### src/design/csvt_pkg.sv
// csvt_pkg: shared types and constants for the CSV stream tokenizer
// holds result kinds, input modes, quote states, character codes and the result record
// no dependencies
`default_nettype none

package csvt_pkg;

    // default column limit, used as the parameter default of the top level and the tokenizer
    localparam int MAX_COLUMNS_DEF = 256;

    // result kinds
    localparam logic [1:0] KIND_CHAR    = 2'd0;
    localparam logic [1:0] KIND_FEND    = 2'd1;
    localparam logic [1:0] KIND_ROW     = 2'd2;
    localparam logic [1:0] KIND_SUMMARY = 2'd3;

    // input modes
    localparam logic MODE_DATA = 1'b0;
    localparam logic MODE_END  = 1'b1;

    // quote states
    localparam logic [1:0] QM_OUT  = 2'd0;
    localparam logic [1:0] QM_IN   = 2'd1;
    localparam logic [1:0] QM_PEND = 2'd2;

    // special characters
    localparam logic [7:0] CH_QUOTE = 8'h22;
    localparam logic [7:0] CH_COMMA = 8'h2C;
    localparam logic [7:0] CH_CR    = 8'h0D;
    localparam logic [7:0] CH_LF    = 8'h0A;

    // one result item
    typedef struct packed {
        logic [1:0] kind;
        logic [7:0] char_out;
        logic [8:0] column;
        logic [8:0] widest;
        logic       last_of_run;
    } res_t;

endpackage

`default_nettype wire

### src/design/csvt_tokenize.sv
// csvt_tokenize: per-byte decision logic of the CSV tokenizer
// computes next tokenizer state and up to two result items for one input item
// depends on csvt_pkg
`default_nettype none

module csvt_tokenize
    import csvt_pkg::*;
#(
    parameter int MAX_COLUMNS = MAX_COLUMNS_DEF,
    parameter int CNT_W       = $clog2(MAX_COLUMNS + 1)
) (
    input  wire logic             mode,
    input  wire logic [7:0]       text_byte,
    input  wire logic [1:0]       qm,
    input  wire logic             fne,
    input  wire logic [CNT_W-1:0] fir,
    input  wire logic [CNT_W-1:0] wr,
    input  wire logic             held,
    output logic      [1:0]       qm_next,
    output logic                  fne_next,
    output logic      [CNT_W-1:0] fir_next,
    output logic      [CNT_W-1:0] wr_next,
    output logic                  held_next,
    output res_t                  res0,
    output res_t                  res1,
    output logic      [1:0]       n_res
);

    localparam logic [CNT_W-1:0] MAX_CNT = CNT_W'(MAX_COLUMNS);

    logic             outside;
    logic             act_char;
    logic             act_fend;
    logic             act_lf;
    logic             do_rel;
    logic             blank;
    logic             row_end;
    logic             flush;
    logic [CNT_W-1:0] fir_sat;
    logic [CNT_W-1:0] wr_rel;
    logic [CNT_W-1:0] wr_row;
    logic             a_v;
    logic             b_v;
    res_t             a_res;
    res_t             b_res;

    // saturating field count after the current field
    assign fir_sat = (fir < MAX_CNT) ? fir + CNT_W'(1) : MAX_CNT;

    // classify the byte by quote state
    always_comb begin
        outside  = 1'b0;
        act_char = 1'b0;
        act_fend = 1'b0;
        act_lf   = 1'b0;
        qm_next  = qm;
        unique case (qm)
            QM_IN: begin
                if (text_byte == CH_QUOTE) begin
                    qm_next = QM_PEND;
                end else begin
                    act_char = 1'b1;
                end
            end
            QM_PEND: begin
                if (text_byte == CH_QUOTE) begin
                    qm_next  = QM_IN;
                    act_char = 1'b1;
                end else begin
                    qm_next = QM_OUT;
                    outside = 1'b1;
                end
            end
            default: begin
                qm_next = QM_OUT;
                outside = 1'b1;
            end
        endcase
        if (outside) begin
            if (text_byte == CH_QUOTE) begin
                qm_next = QM_IN;
            end else if (text_byte == CH_COMMA) begin
                act_fend = 1'b1;
            end else if (text_byte == CH_CR) begin
                act_char = 1'b0;
            end else if (text_byte == CH_LF) begin
                act_lf = 1'b1;
            end else begin
                act_char = 1'b1;
            end
        end
        if (mode == MODE_END) begin
            qm_next  = QM_OUT;
            act_char = 1'b0;
            act_fend = 1'b0;
            act_lf   = 1'b0;
        end
    end

    // release of a held blank row and row-end decisions
    assign do_rel  = held && (act_char || act_fend || act_lf);
    assign blank   = act_lf && (fir == '0) && !fne;
    assign row_end = act_lf && !blank;
    assign flush   = fne || (fir != '0);

    // widest row tracking
    assign wr_rel = (do_rel && (wr == '0)) ? CNT_W'(1) : wr;
    assign wr_row = ((row_end || (mode == MODE_END && flush)) && (fir_sat > wr_rel))
                    ? fir_sat : wr_rel;

    // next state
    always_comb begin
        fne_next  = fne;
        fir_next  = fir;
        held_next = held;
        wr_next   = wr_row;
        if (mode == MODE_END) begin
            fne_next  = 1'b0;
            fir_next  = '0;
            held_next = 1'b0;
            wr_next   = '0;
        end else begin
            if (act_char) begin
                fne_next = 1'b1;
            end
            if (act_fend) begin
                fne_next = 1'b0;
                fir_next = fir_sat;
            end
            if (row_end) begin
                fne_next = 1'b0;
                fir_next = '0;
            end
            if (do_rel) begin
                held_next = 1'b0;
            end
            if (blank) begin
                held_next = 1'b1;
            end
        end
    end

    // candidate results: a comes first, b is the main result
    always_comb begin
        a_v   = 1'b0;
        b_v   = 1'b0;
        a_res = '0;
        b_res = '0;
        if (mode == MODE_END) begin
            a_v          = flush;
            a_res.kind   = KIND_ROW;
            a_res.column = 9'(fir);
            b_v          = 1'b1;
            b_res.kind   = KIND_SUMMARY;
            b_res.widest = 9'(wr_row);
        end else begin
            a_v          = do_rel;
            a_res.kind   = KIND_ROW;
            b_v          = act_char || act_fend || row_end;
            b_res.column = 9'(fir);
            if (act_char) begin
                b_res.kind     = KIND_CHAR;
                b_res.char_out = text_byte;
            end else if (act_fend) begin
                b_res.kind = KIND_FEND;
            end else begin
                b_res.kind = KIND_ROW;
            end
        end
    end

    // pack results in order and mark the last one
    always_comb begin
        n_res = {1'b0, a_v} + {1'b0, b_v};
        res0  = a_v ? a_res : b_res;
        res1  = b_res;
        res0.last_of_run = (n_res == 2'd1);
        res1.last_of_run = 1'b1;
    end

endmodule

`default_nettype wire

### src/design/csvt_out_buf.sv
// csvt_out_buf: two-entry result register feeding the master stream
// takes up to two results at once and presents them one per transfer
// depends on csvt_pkg
`default_nettype none

module csvt_out_buf
    import csvt_pkg::*;
(
    input  wire logic       aclk,
    input  wire logic       aresetn,
    input  wire logic       load,
    input  wire logic [1:0] n_res,
    input  wire res_t       res0,
    input  wire res_t       res1,
    input  wire logic       m_ready,
    output logic            m_valid,
    output res_t            m_res,
    output logic            can_load
);

    logic [1:0] cnt_reg;
    logic [1:0] cnt_next;
    res_t       slot0_reg;
    res_t       slot0_next;
    res_t       slot1_reg;
    res_t       slot1_next;
    logic       pop;

    assign m_valid  = (cnt_reg != 2'd0);
    assign m_res    = slot0_reg;
    assign pop      = m_valid && m_ready;
    assign can_load = (cnt_reg == 2'd0) || (cnt_reg == 2'd1 && pop);

    // load a new pair or shift after a transfer
    always_comb begin
        cnt_next   = cnt_reg;
        slot0_next = slot0_reg;
        slot1_next = slot1_reg;
        if (load && n_res != 2'd0) begin
            cnt_next   = n_res;
            slot0_next = res0;
            slot1_next = res1;
        end else if (pop) begin
            cnt_next   = cnt_reg - 2'd1;
            slot0_next = slot1_reg;
        end
    end

    // count register
    always_ff @(posedge aclk) begin
        if (!aresetn) begin
            cnt_reg <= 2'd0;
        end else begin
            cnt_reg <= cnt_next;
        end
    end

    // payload registers
    always_ff @(posedge aclk) begin
        slot0_reg <= slot0_next;
        slot1_reg <= slot1_next;
    end

endmodule

`default_nettype wire

### src/design/csv_stream_tokenizer.sv
// csv_stream_tokenizer: top level of the streaming CSV tokenizer
// input register, tokenizer state and output buffer
// depends on csvt_pkg, csvt_tokenize, csvt_out_buf
//
// Usage: the slave stream carries one CSV byte per transfer in s_tdata, with
// s_tuser high marking an end-of-input item (byte ignored). The master stream
// returns field characters, field ends, row ends and a final summary; m_tuser
// holds the kind, m_tlast marks the last result caused by one input item.
// A result passes the input register, then the result register, before it is
// offered on the master side. Throughput: one byte per cycle while the
// receiver keeps m_tready high; an item that causes two results (a released
// blank row before the next result, or a row flush plus summary at end of
// input) holds the master side for both transfers, since the two-entry
// output buffer has a single result port.
// Items with no result (unquoted CR, opening or closing quote) use no output slot.
// Reset (aresetn low at a clock edge) clears the quote state, counters, the
// held blank row and both buffers. When the receiver stalls, results wait in
// the output buffer and s_tready drops once the input register is also full;
// nothing is lost or repeated. After an end-of-input item the tokenizer state
// is back in its reset state.
`default_nettype none

module csv_stream_tokenizer
    import csvt_pkg::*;
#(
    parameter int MAX_COLUMNS = MAX_COLUMNS_DEF
) (
    input  wire logic        aclk,
    input  wire logic        aresetn,
    input  wire logic        s_tvalid,
    output logic             s_tready,
    input  wire logic [7:0]  s_tdata,   // text_byte[7:0]
    input  wire logic        s_tuser,   // mode[0]
    output logic             m_tvalid,
    input  wire logic        m_tready,
    output logic      [31:0] m_tdata,   // char_out[7:0], column[16:8], widest[25:17], zeros
    output logic      [1:0]  m_tuser,   // kind[1:0]
    output logic             m_tlast
);

    localparam int CNT_W = $clog2(MAX_COLUMNS + 1);

    logic             in_valid_reg;
    logic             in_valid_next;
    logic             in_mode_reg;
    logic [7:0]       in_byte_reg;
    logic [1:0]       qm_reg;
    logic [1:0]       qm_next;
    logic             fne_reg;
    logic             fne_next;
    logic [CNT_W-1:0] fir_reg;
    logic [CNT_W-1:0] fir_next;
    logic [CNT_W-1:0] wr_reg;
    logic [CNT_W-1:0] wr_next;
    logic             held_reg;
    logic             held_next;
    res_t             res0;
    res_t             res1;
    logic [1:0]       n_res;
    logic             can_load;
    logic             consume;
    logic             s_xfer;
    res_t             m_res;

    // input register handshake
    assign consume  = in_valid_reg && (can_load || n_res == 2'd0);
    assign s_tready = !in_valid_reg || consume;
    assign s_xfer   = s_tvalid && s_tready;

    always_comb begin
        in_valid_next = in_valid_reg;
        if (s_xfer) begin
            in_valid_next = 1'b1;
        end else if (consume) begin
            in_valid_next = 1'b0;
        end
    end

    always_ff @(posedge aclk) begin
        if (!aresetn) begin
            in_valid_reg <= 1'b0;
        end else begin
            in_valid_reg <= in_valid_next;
        end
    end

    always_ff @(posedge aclk) begin
        if (s_xfer) begin
            in_mode_reg <= s_tuser;
            in_byte_reg <= s_tdata;
        end
    end

    // per-byte decision logic
    csvt_tokenize #(
        .MAX_COLUMNS (MAX_COLUMNS),
        .CNT_W       (CNT_W)
    ) u_tokenize (
        .mode      (in_mode_reg),
        .text_byte (in_byte_reg),
        .qm        (qm_reg),
        .fne       (fne_reg),
        .fir       (fir_reg),
        .wr        (wr_reg),
        .held      (held_reg),
        .qm_next   (qm_next),
        .fne_next  (fne_next),
        .fir_next  (fir_next),
        .wr_next   (wr_next),
        .held_next (held_next),
        .res0      (res0),
        .res1      (res1),
        .n_res     (n_res)
    );

    // tokenizer state, updated when an item is consumed
    always_ff @(posedge aclk) begin
        if (!aresetn) begin
            qm_reg   <= QM_OUT;
            fne_reg  <= 1'b0;
            fir_reg  <= '0;
            wr_reg   <= '0;
            held_reg <= 1'b0;
        end else if (consume) begin
            qm_reg   <= qm_next;
            fne_reg  <= fne_next;
            fir_reg  <= fir_next;
            wr_reg   <= wr_next;
            held_reg <= held_next;
        end
    end

    // result buffer
    csvt_out_buf u_out_buf (
        .aclk     (aclk),
        .aresetn  (aresetn),
        .load     (consume),
        .n_res    (n_res),
        .res0     (res0),
        .res1     (res1),
        .m_ready  (m_tready),
        .m_valid  (m_tvalid),
        .m_res    (m_res),
        .can_load (can_load)
    );

    // master stream packing
    assign m_tdata = {6'b0, m_res.widest, m_res.column, m_res.char_out};
    assign m_tuser = m_res.kind;
    assign m_tlast = m_res.last_of_run;

    // the field counter stays within its limit
    a_fir_limit: assert property (@(posedge aclk) disable iff (!aresetn)
        fir_reg <= CNT_W'(MAX_COLUMNS))
        else $error("field count above limit");

    // a held blank row implies an empty row in progress
    a_held_empty: assert property (@(posedge aclk) disable iff (!aresetn)
        held_reg |-> (fir_reg == '0 && !fne_reg))
        else $error("blank row held with row content");

    // end of input returns the tokenizer to its reset state
    a_end_reset: assert property (@(posedge aclk) disable iff (!aresetn)
        (consume && in_mode_reg == MODE_END) |=>
            (qm_reg == QM_OUT && fir_reg == '0 && wr_reg == '0 && !held_reg && !fne_reg))
        else $error("state not cleared after end of input");

    // a summary is always the last result of its item
    a_summary_last: assert property (@(posedge aclk) disable iff (!aresetn)
        (m_tvalid && m_tuser == KIND_SUMMARY) |-> m_tlast)
        else $error("summary not marked last");

    // only a summary carries a widest value
    a_widest_zero: assert property (@(posedge aclk) disable iff (!aresetn)
        (m_tvalid && m_tuser != KIND_SUMMARY) |-> (m_tdata[25:17] == 9'd0))
        else $error("widest set on a non-summary result");

endmodule

`default_nettype wire
### config.mk
export PLATFORM = sky130hd
export DESIGN_NAME = csv_stream_tokenizer
export DESIGN_NICKNAME = d
export VERILOG_FILES = /design/src/design/csvt_pkg.sv /design/src/design/csvt_tokenize.sv /design/src/design/csvt_out_buf.sv /design/src/design/csv_stream_tokenizer.sv
export SDC_FILE = /design/constraint.sdc
export NUM_CORES = 1
export LEC_CHECK = 0
export ABC_AREA = 1
export BUFFER_PORTS_ARGS = -buffer_cell sky130_fd_sc_hd__buf_2
export CAP_MARGIN = 25
export CORE_AREA = 2 2 81 114
export CTS_CLUSTER_DIAMETER = 60
export DETAILED_ROUTE_END_ITERATION = 16
export DIE_AREA = 0 0 83 116
export PLACE_DENSITY = 0.83
export SKIP_LAST_GASP = 1
export SYNTH_ARGS = -nofsm -noshare
export SYNTH_HDL_FRONTEND = slang
export SYNTH_SLANG_ARGS = --single-unit
### constraint.sdc
create_clock -name aclk -period 4.41 [get_ports aclk]
set_clock_uncertainty 0.2 [all_clocks]
set_input_delay 0.882 -clock aclk [delete_from_list [all_inputs] [get_ports aclk]]
set_output_delay 0.882 -clock aclk [all_outputs]
set_load 0.005 [all_outputs]
==> metrics.md, run 1 <==
| Metric | Value |
|---|---|
| Status | finished clean |
| Met2 wire length | about 4800 um |
| Initial Utilization | between 50 and 60% |
| Root buf cell | clkbuf_16 |
| Final Wtd Congestion | around 0.93 |
| Post-synth EDFFs | 66 |
| Synth Area in Simple Gates | approximately 22% |
| Synthesized area | around 4600 um2 |
| Post-Syn Instances | slightly below 500 |
| Core area | between 8000 and 9000 um2 |
| RSZ-0062 raised after global routing | no |
| Clock sink total | 91 |
| Final Max Slew Viols | 0 |
| Synth top area share | between 40% and 50% |
| Hold Buf Count CTS | 0 |
| Mux share of post-synthesis cell area | 0% |
| Pin count of the biggest net entering global routing | 31 |
| Layout cells sized above 1 | between 10% and 20% |
| Worst-Margin Slew | 0.7229 ns |
| CTS buffer count | 9 |
| TritonCTS clock tree | done |
| Synth Area in Adders | around 4.6% |
| R2R Setup Slk | approximately 0.75 ns |
| Seq/Total Area, Yosys | a little over half |
| Vias post-DR | 3515 |
| Period utilisation layout | 82.89% |
| CP required | 4.48 ns |
| Die Ht | ~120 um |
| Row cnt | 40 |
| Max transition margin | between 50 and 60% |
| First-pass iteration count of the detailed router | 6 |
| Dominant synthesized flop cell | edfxtp_1 |
| DR vias/cell | 5.441 |
| Clk Latency, worst-skew pair | roughly 0.35 ns |
| I/O pins | 50 |
| Number of port buffers | 43 |
| Routed met1 length | 3702 um |
| Ys Warns | 0 |
| Critical path class | flop to flop |
| Hold WC Path Type | flop to flop |
| CP Capture Type | flop |
| Fmax | between 0.2 and 0.3 GHz |
| Die area | 9628 um2 |
| Hold Violations, Final | 0 |
| Fillers | 650 |
| Vias in the first global route | ~3300 |
| CTS Buffer Depth | 2 |
| Post-CTS Setup Bufs | 0 |
| Number of max-cap violations | 0 |
| Layout area overhead | 12.87% |
| Die width | about 83 um |
| Yosys reg bits | 91 |
| Synth cell count leaders | 104 x nand2_1, 66 x edfxtp_1, 57 x inv_1 |
| Worst-path maximum fanout | 12 |
| Initial DRC Count | between 300 and 400 |
| Non-Filler Instances | ~650 |
| Initial antenna violation count | 0 |
| Mean post-synth cell area | around 9.4 um2 |
| Routed Antenna Nets | 0 |
| Routed wire length per instance | roughly 14 um |
| Max FFs per register | 29 |
| Combinational family with the most area after synthesis | simple AND/OR/NAND/NOR gates |
| Routed WL | 9261 um |
| Setup TNS | 0 ns |
| Crit start category | flop |
| Async S/R FF share, synth | 0% |
| Post-detail-place hpwl | between 6000 and 7000 um |
| Global Route Usage Sum | between 10% and 20% |
| Antenna Cells | 0 |
| Cells after DPL | between 600 and 700 |
| LEAKAGE | between 2 and 2.5 nW |
| DRC viols | 0 |
| Peak supply drop | between 0.0003 and 0.0004 V |
| # resized after CTS | 0 |
| Synth Area in XOR/XNOR | 0% |
| DR top layer | met4 |
| Tot Pwr | approximately 0.0025 W |
| Detail Route met3 WL | between 400 and 500 um |
| Yosys cell types | 37 |
| Final setup violating endpoints | 0 |
| Leading area contributor after synthesis | edfxtp_1 |
| Fin nets | between 500 and 600 |
| Minimum clock period | 3.655 ns |
| Top-count cell post-synth | nand2_1 |
| Area contributors post-synth | edfxtp_1 43%, dfxtp_1 11%, nand2_1 8.5%, inv_1 4.6%, ha_1 4.6% |
| Total power divided by cell area | approximately 480 nW/um2 |
| Synth Area in Compound Gates | between 10% and 20% |
| Critical path arrival | roughly 3.7 ns |
| First-pass GRT wire length | between 15000 and 20000 um |
| Grt ovf | 0 |
| Worst-path clk slew | approximately 0.060 ns |
| H-tree depth | 3 |
[routing by layer]
metal	vias to the layer above	global-route usage, %
met5	-	0
met4	0	10.27
met3	27	4.131
met2	121	36.24
met1	1638	21.50
li1	1729	-
[layout make-up]
type                            instances  area (um2)  share of cell area (%)
Inverter                               69       264.0                   5.066
Clock inverter                          5       77.57                   1.489
Multi-Input combinational cell        317        1758                   33.73
Tap cell                              105       131.4                   2.521
Timing Repair Buffer                   48       265.3                   5.090
Clock buffer                           11       232.7                   4.466
Sequential cell                        91        2482                   47.64
[power breakdown]
| part | switching (W) | internal, W |
|---|---|---|
| clock | 0.000301 | 0.000494 |
| sequential | 0.0000449 | 0.00108 |
| combinational | 0.000401 | 0.000189 |
[critical path: stages, from the launching register on]
cell and delay, ns:
edfxtp_1 0.44, nor2_4 0.16, nand2_1 0.11, nor2_2 0.16, nor2_1 0.06, nand2_2 0.07, nand2_2 0.06, nand2_4 0.11
nand3_2 0.10, nand2_2 0.07, inv_2 0.06, nor2_1 0.13, ha_1 0.16, inv_1 0.05, nand3_1 0.08, inv_1 0.07
nor2_2 0.22, inv_1 0.26, nor2_1 0.63, o21ai_0 0.20, a21oi_1 0.17
[through the flow]
stage / setup slack, ns / util [%] / instance area, um2 / hold slack [ns]
3_5_place_dp: 0.8119 / 57.27 / 4901 / 0.2579
2_1_floorplan: 0.6796 / - / 4636 / 0.2453
5_1_grt: 0.4354 / 60.89 / 5211 / 0.2852
6_report: 0.7547 / 60.89 / 5211 / 0.2660
3_3_place_gp: 0.9460 / 57.27 / 4901 / 0.2530
4_1_cts: 0.8081 / 60.89 / 5211 / 0.2668
[cells by family after synthesis]
kind of cell	Yosys count
other	1
AOI/OAI and AO/OA	85
DFF	91
buffers and inverters	89
adders and majority gates	17
and+or+nand+nor	209
[cells in the final DEF (no fill, tap or decap), types with 14 or more instances in the layout]
cell	Yosys	final
nand2_1	104	104
edfxtp_1	66	66
inv_1	57	57
nor2_1	43	43
buf_2	2	43
a21oi_1	26	26
dfxtp_1	25	25
o21ai_1	18	18
o211ai_1	17	17
ha_1	17	17
nand3_1	14	14
[final timing paths]
path                            start                      to  depth (start not counted)
min reg2reg    wr_reg[2]$_SDFFE_PN0P_  wr_reg[2]$_SDFFE_PN0P_                          2
max reg2reg  in_byte_reg[6]$_DFFE_PP_  qm_reg[0]$_SDFFE_PN0P_                         20
min            wr_reg[2]$_SDFFE_PN0P_  wr_reg[2]$_SDFFE_PN0P_                          2
max          in_byte_reg[6]$_DFFE_PP_  qm_reg[0]$_SDFFE_PN0P_                         20
Note: power is estimated with default switching activity, not from simulation.
==> run 2: changes to the inputs <==
--- a/config.mk
+++ b/config.mk
@@ -5,14 +5,14 @@
 export SDC_FILE = /design/constraint.sdc
 export NUM_CORES = 1
 export LEC_CHECK = 0
-export ABC_AREA = 1
+export ABC_AREA = 0
 export BUFFER_PORTS_ARGS = -buffer_cell sky130_fd_sc_hd__buf_2
 export CAP_MARGIN = 25
-export CORE_AREA = 2 2 81 114
+export CORE_AREA = 2 2 81 113
 export CTS_CLUSTER_DIAMETER = 60
 export DETAILED_ROUTE_END_ITERATION = 16
-export DIE_AREA = 0 0 83 116
-export PLACE_DENSITY = 0.83
+export DIE_AREA = 0 0 83 115
+export PLACE_DENSITY = 0.84
 export SKIP_LAST_GASP = 1
 export SYNTH_ARGS = -nofsm -noshare
 export SYNTH_HDL_FRONTEND = slang
==> constraint.sdc (replaced) <==
create_clock -name aclk -period 3.35 [get_ports aclk]
set_clock_uncertainty 0.2 [all_clocks]
set_input_delay 0.67 -clock aclk [delete_from_list [all_inputs] [get_ports aclk]]
set_output_delay 0.67 -clock aclk [all_outputs]
set_load 0.005 [all_outputs]
==> run 2 against run 1 <==
Effect of this change: the run now ends with negative setup slack left; global-route usage rose by 1.4 points; critical path type is now flop to primary output; synthesized cell count decreased by 26%; final area rose by 8.7%.
==> metrics.md, run 2 <==
| Metric | Value |
|---|---|
| Status | finished with violations |
| Failing checks | negative setup slack |
| Hold Buf Count CTS | 0 |
| Number of max-cap violations | 0 |
| Commonest non-fill, non-tap cells in the layout | 66 x edfxtp_1, 53 x buf_4, 43 x buf_2 |
| Root buf cell | clkbuf_16 |
| Placement Cell Area | between 5000 and 6000 um2 |
| Hold WC Path Type | flop to flop |
| LEAKAGE | between 2 and 2.5 nW |
| Seq/Total Area, Yosys | a little under three fifths |
| Peak supply drop | ~0.00058 V |
| Crit start category | flop |
| Vias in the first global route | approximately 3400 |
| Total power divided by cell area | between 500 and 600 nW/um2 |
| Synth Area in Compound Gates | around 16% |
| Core area | approximately 8600 um2 |
| Final Max Slew Viols | 0 |
| DR vias/cell | ~6 |
| Yosys cell types | 59 |
| Async S/R FF share, synth | 0% |
| Final Wtd Congestion | slightly below 1 |
| TritonCTS clock tree | done |
| Fin nets | between 400 and 500 |
| Hold EP | fne_reg$_SDFFE_PN0P_ |
| Worst hold stages | 1 |
| Number of port buffers | 43 |
| Final setup violating endpoints | 17 |
| Clock Power Share | 35.7% |
| Die Ht | approximately 120 um |
| Post-detail-place hpwl | ~6600 um |
| Post-synth EDFFs | 66 |
| Initial Utilization | roughly half |
| Mean post-synth cell area | around 12 um2 |
| Synth top area share | ~45% |
| Row cnt | 40 |
| Worst-path clk slew | about 0.060 ns |
| Top-count cell post-synth | edfxtp_1 |
| Max transition margin | between 60% and 70% |
| CTS Buffer Depth | 2 |
| Hold Violations, Final | 0 |
| Synthesized area | about 4400 um2 |
| FF-to-FF End | u_out_buf.slot1_reg[3]$_DFFE_PP_ |
| Crit path max-delay family | simple AND/OR/NAND/NOR gates |
| Pin count of the biggest net entering global routing | 35 |
| Worst-Margin Slew | 0.5179 ns |
| Hold path startpoint | fne_reg$_SDFFE_PN0P_ |
| CP cell instances | buf_6 > nor4_4 > mux2i_2 > buf_4 > and3_4 > nand2_2 > inv_2 > ha_4 > nor2b_2 > buf_4 > nand2_2 > buf_2 |
| Routed WL | slightly above 10000 um |
| Dominant synthesized flop cell | edfxtp_1 |
| Period utilisation layout | 105.1% |
| Antenna Cells | 0 |
| Synth cell count leaders | 66 x edfxtp_1, 40 x a22o_1, 27 x nor2b_1 |
| Mux share of post-synthesis cell area | approximately 2.5% |
| Sequential Power Share | 47.1% |
| Die width | around 83 um |
| Critical path class | flop to primary output |
| Synth Area in Adders | under 10% |
| Synth Area in XOR/XNOR | under 10% |
| Grt ovf | 0 |
| Switching Fraction | roughly 24% |
| Critical path arrival | approximately 2.7 ns |
| Slowest cell delay on critical path | 0.43 ns |
| Synth Area in Simple Gates | 14.60% |
| H-tree depth | 3 |
| Worst path bufs/invs | 5 |
| CP Capture Type | primary output |
| Commonest non-fill, non-tap cell in the layout | edfxtp_1 |
| Net Sw Power | 0.0007227 W |
| First-pass iteration count of the detailed router | 4 |
| Setup TNS | -0.9345 ns |
| Clock sink total | 91 |
| Layout area overhead | 28.60% |
| DP Worst Slack | -0.2188 ns |
| CTS buffer count | 9 |
| Clk Latency, worst-skew pair | between 0.3 and 0.4 ns |
| Initial DRC Count | about 320 |
| DRC viols | 0 |
| Worst-path maximum fanout | 4 |
| Post-Syn Instances | about 360 |
| Area contributors post-synth | edfxtp_1 45%, dfxtp_1 11%, a22o_1 8.0%, ha_1 4.8%, nor2b_1 3.8% |
| Combinational family with the most area after synthesis | compound AO/OA/AOI/OAI gates |
| First-pass GRT wire length | about 16000 um |
| Minimum clock period | 3.520 ns |
| Global Route Usage Sum | around a fifth |
| Vias post-DR | approximately 3400 |
| Max FFs per register | 29 |
| Initial antenna violation count | 0 |
| I/O pins | 50 |
| Comb pwr share | between 15 and 20% |
| Routed Antenna Nets | 0 |
| CP required | around 2.5 ns |
| Final core utilization | approximately two thirds |
| Tot Pwr | just under 0.003 W |
| Leading area contributor after synthesis | edfxtp_1 |
| Fillers | about 600 |
| Die area | 9545 um2 |
| Layout cells sized above 1 | approximately a third |
| RSZ-0062 raised after global routing | yes |
| Slowest CP cell | edfxtp_1 |
| Pint | about 0.0023 W |
| Final WS setup | -0.1704 ns |
| Routed wire length per instance | about 18 um |
| Yosys reg bits | 91 |
| R2R Setup Slk | -0.11 ns |
| Ys Warns | 0 |
| Fmax | ~0.28 GHz |
| Cells on worst reg2reg path | 12 |
| FF-to-FF Start | in_byte_reg[0]$_DFFE_PP_ |
| Fin area | 5665 um2 |
run 2: layout make-up:
type	instances	area [um2]	area share, %
Clock buffer	9	225.2	3.975
Clock inverter	7	91.34	1.612
Inverter	22	86.33	1.524
Multi-Input combinational cell	235	1922	33.92
Sequential cell	91	2482	43.82
Tap cell	105	131.4	2.319
Timing Repair Buffer	103	726.9	12.83
run 2: cell families (layout without fill, tap and decap cells):
family	Yosys count	after routing
AO/OA/AOI/OAI	85	86
adder cells (fa/ha/maj)	17	17
multiplexers	11	11
flip-flops	91	91
AND/OR/NAND/NOR	108	108
buffers and inverters	43	141
other	1	6
XOR/XNOR	7	7
run 2: worst max-delay path by stage:
stage | startpoint | endpoint | slack, ns | cells past startpoint
floorplan | in_byte_reg[3]$_DFFE_PP_ | u_out_buf.slot1_reg[6]$_DFFE_PP_ | 0.02 | 13
global placement | in_byte_reg[0]$_DFFE_PP_ | u_out_buf.slot1_reg[2]$_DFFE_PP_ | -0.03 | 11
detailed placement | in_byte_reg[0]$_DFFE_PP_ | u_out_buf.slot1_reg[3]$_DFFE_PP_ | -0.22 | 12
CTS | in_byte_reg[2]$_DFFE_PP_ | s_tready | -0.08 | 12
global route | in_byte_reg[0]$_DFFE_PP_ | s_tready | -0.25 | 12
finish | in_byte_reg[0]$_DFFE_PP_ | s_tready | -0.17 | 12
run 2: timing repair:
| item | 4_1_cts | 5_1_grt |
|---|---|---|
| hold endpoints to repair | 0 | 0 |
| endpoints found under the setup margin | 24 | 30 |
| resized for setup | 23 | 17 |
| buffers inserted | 9 | 8 |
| gates cloned | 1 | 0 |
| pin swaps | 8 | 17 |
run 2: power by group through the flow:
| stage | clock network [W] | logic (W) | registers, W |
|---|---|---|---|
| 2_1_floorplan | 0 | 0.000239 | 0.00144 |
| 3_3_place_gp | 0 | 0.000442 | 0.00142 |
| 3_5_place_dp | 0 | 0.000454 | 0.00143 |
| 4_1_cts | 0.00108 | 0.000481 | 0.00141 |
| 5_1_grt | 0.00111 | 0.000553 | 0.00142 |
| 6_report | 0.00106 | 0.000512 | 0.00140 |
run 2: metal layers:
layer	GRT usage, %	routed length [um]	up-vias
met5	0	0	-
met2	39.95	5604	136
met3	4.810	537	54
li1	-	-	1546
met4	13.44	592	0
met1	20.53	3655	1619
run 2: stage by stage:
step,std cells,hold slack [ns]
2_1_floorplan,368,0.2419
3_3_place_gp,538,0.2578
3_5_place_dp,538,0.2667
4_1_cts,564,0.2814
5_1_grt,572,0.2966
6_report,572,0.2805
